$ cat src/design/llfg_pkg.sv
// ============================================================================
// llfg_pkg : shared types and constants of the LCG / lagged Fibonacci generator
// Register indexes, mode codes, sequencer states and the remainder unit's
// request and response records.
// ============================================================================
package llfg_pkg;

    // configuration register indexes
    localparam logic [2:0] CFG_MODE     = 3'd0;
    localparam logic [2:0] CFG_MULT     = 3'd1;
    localparam logic [2:0] CFG_INCR     = 3'd2;
    localparam logic [2:0] CFG_LCG_MOD  = 3'd3;
    localparam logic [2:0] CFG_SEED     = 3'd4;
    localparam logic [2:0] CFG_FIB_MOD  = 3'd5;

    // mode codes; code 3 runs as plain LCG
    localparam logic [1:0] MODE_LCG     = 2'd0;
    localparam logic [1:0] MODE_MLCG    = 2'd1;
    localparam logic [1:0] MODE_LFG     = 2'd2;

    // remainder unit
    localparam int         MOD_CNT_W    = 7;
    localparam logic [MOD_CNT_W-1:0] LCG_BITS = 7'd63;
    localparam logic [MOD_CNT_W-1:0] FIB_BITS = 7'd32;

    typedef struct packed {
        logic                 start;
        logic [MOD_CNT_W-1:0] nbits;
    } t_mod_req;

    typedef struct packed {
        logic        done;
        logic [31:0] rem;
    } t_mod_rsp;

    typedef enum logic [3:0] {
        S_IDLE,
        S_MUL,
        S_ADD,
        S_LMOD,
        S_RD1,
        S_RD2,
        S_SUM,
        S_FMOD,
        S_DONE
    } t_state;

endpackage

$ cat src/design/llfg_ram.sv
// ============================================================================
// llfg_ram : generic single-write, single-read RAM
// One write port, one read port with registered read data.
// ============================================================================
module llfg_ram #(
    parameter int WIDTH = 32,
    parameter int DEPTH = 16
) (
    input  logic                     i_clk,
    input  logic                     i_we,
    input  logic [$clog2(DEPTH)-1:0] i_waddr,
    input  logic [WIDTH-1:0]         i_wdata,
    input  logic [$clog2(DEPTH)-1:0] i_raddr,
    output logic [WIDTH-1:0]         o_rdata
);

    logic [WIDTH-1:0] r_mem [DEPTH];
    logic [WIDTH-1:0] r_rdata;

    always_ff @(posedge i_clk) begin
        if (i_we) begin
            r_mem[i_waddr] <= i_wdata;
        end
        r_rdata <= r_mem[i_raddr];
    end

    assign o_rdata = r_rdata;

endmodule

$ cat src/design/llfg_mod_unit.sv
// ============================================================================
// llfg_mod_unit : bit-serial remainder unit
// Restoring reduction, one dividend bit per cycle, MSB first. Done pulses
// the cycle after the last bit; the remainder holds until the next start.
// ============================================================================
module llfg_mod_unit
    import llfg_pkg::*;
(
    input  logic        i_clk,
    input  logic        i_rst_n,
    input  t_mod_req    i_req,
    input  logic [63:0] i_dividend,
    input  logic [31:0] i_divisor,
    output t_mod_rsp    o_rsp
);

    logic [63:0]          r_div,  n_div;
    logic [31:0]          r_rem,  n_rem;
    logic [MOD_CNT_W-1:0] r_cnt,  n_cnt;
    logic                 r_done, n_done;
    logic [32:0]          trial;

    always_comb begin
        n_div  = r_div;
        n_rem  = r_rem;
        n_cnt  = r_cnt;
        n_done = 1'b0;
        trial  = {r_rem, r_div[63]};
        if (i_req.start) begin
            n_div = i_dividend;
            n_rem = '0;
            n_cnt = i_req.nbits;
        end else if (r_cnt != '0) begin
            if (trial >= {1'b0, i_divisor}) begin
                n_rem = 32'(trial - {1'b0, i_divisor});
            end else begin
                n_rem = trial[31:0];
            end
            n_div  = {r_div[62:0], 1'b0};
            n_cnt  = r_cnt - 1'b1;
            n_done = (r_cnt == MOD_CNT_W'(1));
        end
    end

    always_ff @(posedge i_clk) begin
        if (!i_rst_n) begin
            r_cnt  <= '0;
            r_done <= 1'b0;
        end else begin
            r_cnt  <= n_cnt;
            r_done <= n_done;
        end
        r_div <= n_div;
        r_rem <= n_rem;
    end

    assign o_rsp.done = r_done;
    assign o_rsp.rem  = r_rem;

endmodule

$ cat src/design/lcg_lagged_fibonacci_generator.sv
// ============================================================================
// lcg_lagged_fibonacci_generator : LCG / MLCG / additive lagged Fibonacci PRNG
// Each input beat requests one number; one result beat comes back per request.
// ============================================================================
// Each accepted beat yields exactly one result beat. In LCG mode the number is
// (a*x+c) mod m, in MLCG mode (a*x) mod m, both from the full 62-bit product.
// In lagged Fibonacci mode the first LONG_LAG numbers after a restart are LCG
// values that fill a ring; later ones are (ring[i-SHORT_LAG]+ring[i]) mod the
// Fibonacci modulus, written back over the oldest entry (modulus zero: no
// reduction). A seed not below the LCG modulus returns 0 with seed_bad set and
// advances nothing. Config writes land on the next clock and should only be
// made while the block is idle; a new seed takes effect on the next restart.
// Requests are served one at a time. An LCG/MLCG number goes through a
// multiply, an add, then a 63-bit serial reduction at one bit per cycle; a
// Fibonacci number takes two ring reads, then a 32-bit serial reduction,
// which a zero Fibonacci modulus skips. A bad seed goes straight to the
// result. The input is accepted only when the sequencer is idle; a finished
// result may still wait in the output register while the next request is
// taken.
// ============================================================================
module lcg_lagged_fibonacci_generator
    import llfg_pkg::*;
#(
    parameter int LONG_LAG  = 10,
    parameter int SHORT_LAG = 7
) (
    input  logic        i_clk,
    input  logic        i_rst_n,
    // request channel
    input  logic        i_valid,
    output logic        o_stall,
    input  logic        i_restart,
    // result channel
    output logic        o_valid,
    input  logic        i_stall,
    output logic [30:0] o_random_value,
    output logic        o_seed_bad,
    // config write port
    input  logic        i_cfg_we,
    input  logic [2:0]  i_cfg_index,
    input  logic [31:0] i_cfg_data
);

    localparam int AW      = $clog2(LONG_LAG);
    localparam int FW      = $clog2(LONG_LAG + 1);
    localparam int BACK    = SHORT_LAG % LONG_LAG;
    localparam int FWD     = LONG_LAG - BACK;
    localparam int LAST_I  = LONG_LAG - 1;
    localparam logic [AW:0]   LAG_L    = LONG_LAG[AW:0];
    localparam logic [AW:0]   LAG_FWD  = FWD[AW:0];
    localparam logic [AW-1:0] LAG_LAST = LAST_I[AW-1:0];
    localparam logic [FW-1:0] LAG_FULL = LONG_LAG[FW-1:0];

    // config
    logic [1:0]    r_mode, n_mode;
    logic [30:0]   r_mult, n_mult;
    logic [30:0]   r_incr, n_incr;
    logic [31:0]   r_lmod, n_lmod;
    logic [30:0]   r_seed, n_seed;
    logic [31:0]   r_fmod, n_fmod;

    // generator state
    t_state        r_state, n_state;
    logic [30:0]   r_lcg, n_lcg;
    logic [AW-1:0] r_ridx, n_ridx;
    logic [FW-1:0] r_fill, n_fill;
    logic          r_inc_en, n_inc_en;
    logic          r_to_ring, n_to_ring;
    logic [61:0]   r_prod, n_prod;
    logic [30:0]   r_a, n_a;
    logic [30:0]   r_res_val, n_res_val;
    logic          r_res_bad, n_res_bad;

    // output register
    logic          r_out_valid, n_out_valid;
    logic [30:0]   r_out_val, n_out_val;
    logic          r_out_bad, n_out_bad;

    // datapath glue
    t_mod_req      mod_req;
    t_mod_rsp      mod_rsp;
    logic [63:0]   mod_dividend;
    logic [31:0]   mod_divisor;
    logic          ram_we;
    logic [AW-1:0] ram_waddr;
    logic [30:0]   ram_wdata;
    logic [AW-1:0] ram_raddr;
    logic [30:0]   ram_rdata;

    logic [FW-1:0] fill_now;
    logic          seed_bad;
    logic [AW:0]   j_sum;
    logic [AW-1:0] ridx_back;
    logic [AW-1:0] ridx_adv;
    logic [62:0]   lcg_sum;
    logic [31:0]   fib_sum;

    // ring slot SHORT_LAG behind the oldest one, and the slot after the oldest
    always_comb begin
        j_sum     = {1'b0, r_ridx} + LAG_FWD;
        ridx_back = (j_sum >= LAG_L) ? AW'(j_sum - LAG_L) : j_sum[AW-1:0];
        ridx_adv  = (r_ridx == LAG_LAST) ? '0 : r_ridx + 1'b1;
    end

    assign seed_bad = ({1'b0, r_seed} >= r_lmod);
    assign fill_now = i_restart ? '0 : r_fill;
    assign lcg_sum  = {1'b0, r_prod} + (r_inc_en ? {32'b0, r_incr} : 63'b0);
    assign fib_sum  = {1'b0, r_a} + {1'b0, ram_rdata};

    always_comb begin
        n_mode      = r_mode;
        n_mult      = r_mult;
        n_incr      = r_incr;
        n_lmod      = r_lmod;
        n_seed      = r_seed;
        n_fmod      = r_fmod;
        n_state     = r_state;
        n_lcg       = r_lcg;
        n_ridx      = r_ridx;
        n_fill      = r_fill;
        n_inc_en    = r_inc_en;
        n_to_ring   = r_to_ring;
        n_prod      = r_prod;
        n_a         = r_a;
        n_res_val   = r_res_val;
        n_res_bad   = r_res_bad;
        n_out_valid = r_out_valid;
        n_out_val   = r_out_val;
        n_out_bad   = r_out_bad;

        mod_req.start = 1'b0;
        mod_req.nbits = LCG_BITS;
        mod_dividend  = {lcg_sum, 1'b0};
        mod_divisor   = r_lmod;
        ram_we        = 1'b0;
        ram_waddr     = r_ridx;
        ram_wdata     = mod_rsp.rem[30:0];
        ram_raddr     = r_ridx;

        // config writes
        if (i_cfg_we) begin
            case (i_cfg_index)
                CFG_MODE:    n_mode = i_cfg_data[1:0];
                CFG_MULT:    n_mult = i_cfg_data[30:0];
                CFG_INCR:    n_incr = i_cfg_data[30:0];
                CFG_LCG_MOD: n_lmod = i_cfg_data;
                CFG_SEED:    n_seed = i_cfg_data[30:0];
                CFG_FIB_MOD: n_fmod = i_cfg_data;
                default:     ;
            endcase
        end

        // result beat taken downstream
        if (r_out_valid && !i_stall) begin
            n_out_valid = 1'b0;
        end

        case (r_state)
            S_IDLE: begin
                if (i_valid) begin
                    if (i_restart) begin
                        n_lcg  = r_seed;
                        n_ridx = '0;
                        n_fill = '0;
                    end
                    if (seed_bad) begin
                        n_res_val = '0;
                        n_res_bad = 1'b1;
                        n_state   = S_DONE;
                    end else begin
                        n_res_bad = 1'b0;
                        case (r_mode)
                            MODE_MLCG: begin
                                n_inc_en  = 1'b0;
                                n_to_ring = 1'b0;
                                n_state   = S_MUL;
                            end
                            MODE_LFG: begin
                                n_inc_en = 1'b1;
                                if (fill_now < LAG_FULL) begin
                                    n_to_ring = 1'b1;
                                    n_state   = S_MUL;
                                end else begin
                                    n_to_ring = 1'b0;
                                    n_state   = S_RD1;
                                end
                            end
                            default: begin
                                n_inc_en  = 1'b1;
                                n_to_ring = 1'b0;
                                n_state   = S_MUL;
                            end
                        endcase
                    end
                end
            end
            S_MUL: begin
                n_prod  = r_mult * r_lcg;
                n_state = S_ADD;
            end
            S_ADD: begin
                mod_req.start = 1'b1;
                mod_req.nbits = LCG_BITS;
                mod_dividend  = {lcg_sum, 1'b0};
                mod_divisor   = r_lmod;
                n_state       = S_LMOD;
            end
            S_LMOD: begin
                mod_divisor = r_lmod;
                if (mod_rsp.done) begin
                    n_lcg     = mod_rsp.rem[30:0];
                    n_res_val = mod_rsp.rem[30:0];
                    if (r_to_ring) begin
                        ram_we    = 1'b1;
                        ram_waddr = r_fill[AW-1:0];
                        n_fill    = r_fill + 1'b1;
                    end
                    n_state = S_DONE;
                end
            end
            S_RD1: begin
                ram_raddr = r_ridx;
                n_state   = S_RD2;
            end
            S_RD2: begin
                ram_raddr = ridx_back;
                n_a       = ram_rdata;
                n_state   = S_SUM;
            end
            S_SUM: begin
                if (r_fmod == '0) begin
                    ram_we    = 1'b1;
                    ram_waddr = r_ridx;
                    ram_wdata = fib_sum[30:0];
                    n_res_val = fib_sum[30:0];
                    n_ridx    = ridx_adv;
                    n_state   = S_DONE;
                end else begin
                    mod_req.start = 1'b1;
                    mod_req.nbits = FIB_BITS;
                    mod_dividend  = {fib_sum, 32'b0};
                    mod_divisor   = r_fmod;
                    n_state       = S_FMOD;
                end
            end
            S_FMOD: begin
                mod_divisor = r_fmod;
                if (mod_rsp.done) begin
                    ram_we    = 1'b1;
                    ram_waddr = r_ridx;
                    ram_wdata = mod_rsp.rem[30:0];
                    n_res_val = mod_rsp.rem[30:0];
                    n_ridx    = ridx_adv;
                    n_state   = S_DONE;
                end
            end
            S_DONE: begin
                // hand over once the output register is free or being drained
                if (!r_out_valid || !i_stall) begin
                    n_out_valid = 1'b1;
                    n_out_val   = r_res_val;
                    n_out_bad   = r_res_bad;
                    n_state     = S_IDLE;
                end
            end
            default: n_state = S_IDLE;
        endcase
    end

    always_ff @(posedge i_clk) begin
        if (!i_rst_n) begin
            r_mode      <= MODE_LCG;
            r_mult      <= 31'd5;
            r_incr      <= 31'd3;
            r_lmod      <= 32'd16;
            r_seed      <= 31'd1;
            r_fmod      <= 32'd16;
            r_state     <= S_IDLE;
            r_lcg       <= 31'd1;
            r_ridx      <= '0;
            r_fill      <= '0;
            r_out_valid <= 1'b0;
        end else begin
            r_mode      <= n_mode;
            r_mult      <= n_mult;
            r_incr      <= n_incr;
            r_lmod      <= n_lmod;
            r_seed      <= n_seed;
            r_fmod      <= n_fmod;
            r_state     <= n_state;
            r_lcg       <= n_lcg;
            r_ridx      <= n_ridx;
            r_fill      <= n_fill;
            r_out_valid <= n_out_valid;
        end
        r_inc_en  <= n_inc_en;
        r_to_ring <= n_to_ring;
        r_prod    <= n_prod;
        r_a       <= n_a;
        r_res_val <= n_res_val;
        r_res_bad <= n_res_bad;
        r_out_val <= n_out_val;
        r_out_bad <= n_out_bad;
    end

    llfg_mod_unit u_mod (
        .i_clk      (i_clk),
        .i_rst_n    (i_rst_n),
        .i_req      (mod_req),
        .i_dividend (mod_dividend),
        .i_divisor  (mod_divisor),
        .o_rsp      (mod_rsp)
    );

    llfg_ram #(
        .WIDTH (31),
        .DEPTH (LONG_LAG)
    ) u_ring (
        .i_clk   (i_clk),
        .i_we    (ram_we),
        .i_waddr (ram_waddr),
        .i_wdata (ram_wdata),
        .i_raddr (ram_raddr),
        .o_rdata (ram_rdata)
    );

    assign o_stall        = (r_state != S_IDLE);
    assign o_valid        = r_out_valid;
    assign o_random_value = r_out_val;
    assign o_seed_bad     = r_out_bad;

endmodule
$ cat config.mk
export PLATFORM = sky130hd
export DESIGN_NAME = lcg_lagged_fibonacci_generator
export DESIGN_NICKNAME = d
export VERILOG_FILES = /design/src/design/llfg_pkg.sv /design/src/design/llfg_ram.sv /design/src/design/llfg_mod_unit.sv /design/src/design/lcg_lagged_fibonacci_generator.sv
export SDC_FILE = /design/constraint.sdc
export NUM_CORES = 2
export LEC_CHECK = 0
export ABC_CLOCK_PERIOD_IN_PS = 9700
export BUFFER_PORTS_ARGS = -buffer_cell sky130_fd_sc_hd__buf_4
export CAP_MARGIN = 5
export CORE_ASPECT_RATIO = 1.75
export CORE_MARGIN = 5
export CORE_UTILIZATION = 40
export DETAILED_ROUTE_END_ITERATION = 12
export GPL_ROUTABILITY_DRIVEN = 0
export SYNTH_ARGS = -nofsm -noshare
export SYNTH_HDL_FRONTEND = slang
export SYNTH_SLANG_ARGS = --single-unit
$ cat constraint.sdc
create_clock -name i_clk -period 9.7 [get_ports i_clk]
set_clock_uncertainty 0.15 [all_clocks]
set_input_delay 0.97 -clock i_clk [delete_from_list [all_inputs] [get_ports i_clk]]
set_output_delay 0.97 -clock i_clk [all_outputs]
set_load 0.02 [all_outputs]
* Word level (Yosys, flattened, before mapping) *
Memories as Yosys holds them, arrays and structs flattened. A register that Yosys moved wholly into a read port is not among the register bits.
Cells that the tools add are included.
Widths: inputs -> output; s select.

storage, ports and cells
  flip-flop bits (word level) = 466
  logic and storage cells = 154
  input bits = 41
  output and inout port bits = 34
  memories kept = 1
  bits in writable memories = 310

operators by class
  bitwise logic cells = 3
  multiplexer cells = 59
  multipliers = 1
  reductions and logical operators = 29
  add/sub/neg operators = 8
  order comparisons = 4
  eq/ne operators = 26

memories
  name          depth  bits a word  rd ports  clocked after memory_dff  write ports  line            RTL
  u_ring.r_mem  10     31           1         1                         1            llfg_ram.sv:17  logic [WIDTH-1:0] r_mem [DEPTH];

operator list
  cell                 number
  $mux 31              9
  $mux 64              4
  $pmux 31 s3          1
  $mux 4               19
  $mux 32              2
  $pmux 32 s2          1
  $add 62x31->63       1
  $mul 31x31->62       1
  $pmux 31 s2          1
  $ge 33x32->1         1
  $add 31x31->32       1
  $ge 31x32->1         1
  $logic_not 32->1     1
  $pmux 4 s8           1
  $sub 32x32->32       1
  $eq 4x3->1 const B   4
  $pmux 8 s2           1
  $reduce_and 2->1     8
  $mux 7               2
  $mux 1               12
  $ne 2x2->1 const B   6
  $pmux 4 s3           1
  $reduce_and 5->1     2
  $add 4x1->4 const B  2
  33 further kinds     47

* Logic depth before layout (Yosys ltp) *
  depth in word-level cells = 7
  gate-level depth with buffers = 30
  depth with buffers taken out = 28

* Cells and area by module *
From an unflattened synthesis, not the netlist that was laid out.

unflattened totals
  cells, all modules = 6,906
  area, all modules = 69,943.3 um^2

by module, submodules not included
  module                          cells an instance  instances  seq. area each (um^2)  area an instance (um^2)
  lcg_lagged_fibonacci_generator  5,610              1          8,838.5                50,780.0
  llfg_ram                        676                1          9,929.5                12,769.7
  llfg_mod_unit                   620                1          2,722.6                6,393.6

* Least setup slack after synthesis *
Ideal clock, no wire load.

  kind = register to register
  start = register r_mult[24]
  end = register r_prod[55], data pin
  setup slack = 2.318 ns
  data required time = 9.285 ns
  stages on the path, launching flop included = 26
  clock period less this slack = 7.382 ns
  setup time = 0.265 ns
  data arrival time = 6.967 ns
  path buffers = 2
  cell sequence = dfxtp_1 -> clkbuf_1 -> and2_1 -> fa_1 -> fa_1 -> inv_1 -> fa_1 -> fa_1 -> inv_1 -> fa_1 -> fa_1 -> fa_1 -> inv_1 -> fa_1 -> inv_1 -> ha_1 -> clkbuf_1 -> a21oi_1 -> o21ai_1 -> a2111o_1 -> nand2b_1 -> a21oi_1 -> a21oi_2 -> a221oi_1 -> o21ai_0 -> xor2_1

on the way
  longest elaborated chain between the ends = 1

RTL lines
  what                    line                                   RTL
  start, declared         lcg_lagged_fibonacci_generator.sv:56   logic [30:0] r_mult, n_mult;
  start signal, assigned  lcg_lagged_fibonacci_generator.sv:285  r_mult <= n_mult;
  $mul 31x31->62          lcg_lagged_fibonacci_generator.sv:198  n_prod = r_mult * r_lcg;
  end signal, assigned    lcg_lagged_fibonacci_generator.sv:298  r_prod <= n_prod;
  end, declared           lcg_lagged_fibonacci_generator.sv:69   logic [61:0] r_prod, n_prod;

Every way passes these cells.
A chain may end at the register's enable or synchronous reset.

* Final worst setup path *
  start = register r_mult[5]
  end = register r_prod[60], data pin

Same word-level chain as after synthesis.

==> metrics.cfg <==
[run_status]
status = finished clean

[cts]
cts_resized = 0
root_buffer = clkbuf_16
cts_num_sinks = 806
hold_buffers = 0
clk_pin_slew_worst_paths_ns = 0.08
cts_buffers = 70
cts_tree = built
clock_latency_ns = 0.66
cts_max_path_buffers = 3
h-tree-depth = 3
post_cts_buffers = 0

[sta]
tns_ns = 0
relSlewSlack_pct = 18.3
post-route-period-util_pct = 92.7
finalCriticalPeriod_ns = 9.00
setup_slack_ns = 0.705
slew_viol_final = 0
grt_setup_unrepaired = no
worst_slew_pin_slew_ns = 1.23
setup_violations = 0
hold_slack_ns = 0.269
max_freq_mhz = 111
final_hold_viol_count = 0

[route]
wl_per_cell_um = 23.6
wl_met3_um = 9810
drt_iter0_drc = 3836
highest_layer = met4
post-route-drc-count = 0
first_pass_iters = 6
wl_met1_um = 73700
wl_met2_um = 110000
via_count = 48700
drtAntennaViolNets = 0
finalWirelength_um = 209000
viasPerCell = 5.49

[pwr]
p_clk_share_pct = 24.1
p_leak_nw = 31.7
p_seq_share_pct = 39.0
power_w = 0.0130
switching_share_pct = 39.4
p_sw_w = 0.00513
power_density_mw_per_mm2 = 176
ir_drop_uv = 148
p_comb_share_pct = 37.0
internal-power_w = 0.00790

[global_route]
first_global_vias = 52100
grt_max_degree = 95
grt_pass1_wl_um = 318000
grt-ovfl-total = 0
antenna_found_initial = 7
grt.total_usage_pct = 23.2

[min_path]
hold_path.class = reg -> reg

[setup_path]
critPathSlowestCell = dfxtp_1
critPathRequiredTime_ns = 9.93
endpoint_kind = flop
path_cells = buf_4 > nand2_1 > fa_1 > inv_1 > fa_1 > inv_1 > fa_1 > inv_1 > fa_1 > fa_1 > fa_1 > fa_1 > fa_1 > ha_1 > and3_1 > a221oi_1 > o221ai_2 > a21oi_2 > o41ai_4 > o2bb2ai_2 > a2111o_1 > xor2_1
startpoint_type = flop
critical_path_peak_fanout = 19
cp_common_cell = fa_1
cp_slowest_stage_delay_ns = 0.86
crit_type = reg -> reg
crit_arrival_ns = 9.22

[finish]
layout_common_cells = 1074 x nand2_1, 878 x inv_1, 840 x fa_1, 562 x and2_1, 532 x edfxtp_1
nets = 7855
syn2layout_area_growth_pct = 8.38
drive_gt1_share_pct = 7.96
layout_commonest_cell = nand2_1

[logic_synthesis]
synth_cells = 6677
ys_top_cells_by_area = fa_1 25%, edfxtp_1 23%, dfxtp_1 8.0%
syn_nets = 7946
synth_seq_cells = 806
synth_edf_count = 532
syn_area_per_cell_um2 = 10.2
yosysTopAreaCell = fa_1
netlist.area_leader.share_pct = 24.7
ys_seq_area_share_pct = 31.5
synth_warnings = 0
netlist_area_mm2 = 0.0682
synth.distinct_cells = 95
async_flop_share_pct = 0
synthFlopType = edfxtp_1

[die]
die_area_mm2 = 0.179
start_util_pct = 40.2
die_height_um = 556
core_area_mm2 = 0.170
die_w_um = 322
fp-row-count = 200
ios = 75

[run]
max-cap-violations = 0

[placed_design]
post-dp-hpwl_um = 159000
port-buffer-count = 74
pre_cts_slack_ns = 0.837

-- cell usage after synthesis (75+ instances only) --
master    count
o21ai_0     167
mux2i_1      81
edfxtp_1    532
a21oi_1     330
nor2_1      129
xnor2_1     112
and2_1      562
nand3_1      75
a21o_1       83
ha_1        388
fa_1        840
clkbuf_1    338
dfxtp_1     274
inv_1       879
nand2_1    1075
-- metrics by stage --
stage	area [um^2]	std cells	util, %
3_3_place_gp	71300	8735	42.1
6_report	73900	8871	43.6
3_5_place_dp	71300	8735	42.1
5_1_grt	73900	8870	43.6
4_1_cts	73900	8865	43.6
2_1_floorplan	68200	6677	-
-- per-layer routing --
metal / vias up / track usage, %
met2: 1745 / 42.7
li1: 21600 / -
met3: 585 / 2.34
met1: 24800 / 25.6
met5: - / 0
met4: 0 / 14.3
-- final cells by class --
cell class	count	area, um^2
Tap cell	2222	2780
Clock buffer	86	1940
Fill cell	16000	95700
Antenna cell	5	12.5
Clock inverter	44	616
Sequential cell	806	21500
Timing Repair Buffer	211	1590
Multi-Input combinational cell	4616	42200
Inverter	881	3310
-- flip-flops by register name (all words and copies together) (netlist names), 7 cells and up --
name	cells
r_fmod	32
r_lcg	31
u_mod.r_cnt	7
r_prod	62
r_a	31
u_mod.r_rem	32
r_incr	31
r_lmod	32
r_res_val	31
r_mult	31
o_random_value	31
u_ring.o_rdata	31
u_mod.r_div	63
r_seed	31
u_ring.r_mem	310
-- power by group through the flow --
stage / combinational (W) / sequential (W) / clock (W)
after floorplan: 0.00325 / 0.00478 / 0
after global placement: 0.00469 / 0.00513 / 0
after detailed placement: 0.00474 / 0.00514 / 0
after CTS: 0.00477 / 0.00507 / 0.00319
after global routing: 0.00529 / 0.00510 / 0.00332
final: 0.00482 / 0.00508 / 0.00314
-- worst paths after layout --
path	from	endpoint	slack (ns)	cells after the start
worst max-delay path	r_mult[5]$_SDFFE_PN0P_	r_prod[60]$_DFFE_PP_	0.70	22
worst max register to register	r_mult[5]$_SDFFE_PN0P_	r_prod[60]$_DFFE_PP_	0.70	22
worst min register to register	r_res_val[3]$_DFFE_PP_	o_random_value[3]$_DFFE_PP_	0.27	0
worst min-delay path	r_res_val[3]$_DFFE_PP_	o_random_value[3]$_DFFE_PP_	0.27	0
-- logic make-up after synthesis --
| family | count (synthesis) | share of synthesized area [%] |
|---|---|---|
| xor+xnor | 180 | 2.31 |
| buf+inv | 1255 | 6.99 |
| flops | 806 | 31.5 |
| simple gates | 2073 | 14.6 |
| compound gates | 957 | 9.00 |
| fa+ha+maj | 1228 | 31.8 |
| mux | 178 | 3.82 |
-- critical path, delay by kind of cell, from the launching register on --
family	cells	cell delay, ns
xor gates and xnor gates	1	0.16
DFF	1	0.86
adders and majority gates	9	4.42
AOI/OAI and AO/OA	6	2.05
and+or+nand+nor	2	0.39
buffers and inverters	4	0.63
Note: power is estimated with default switching activity, not from simulation.
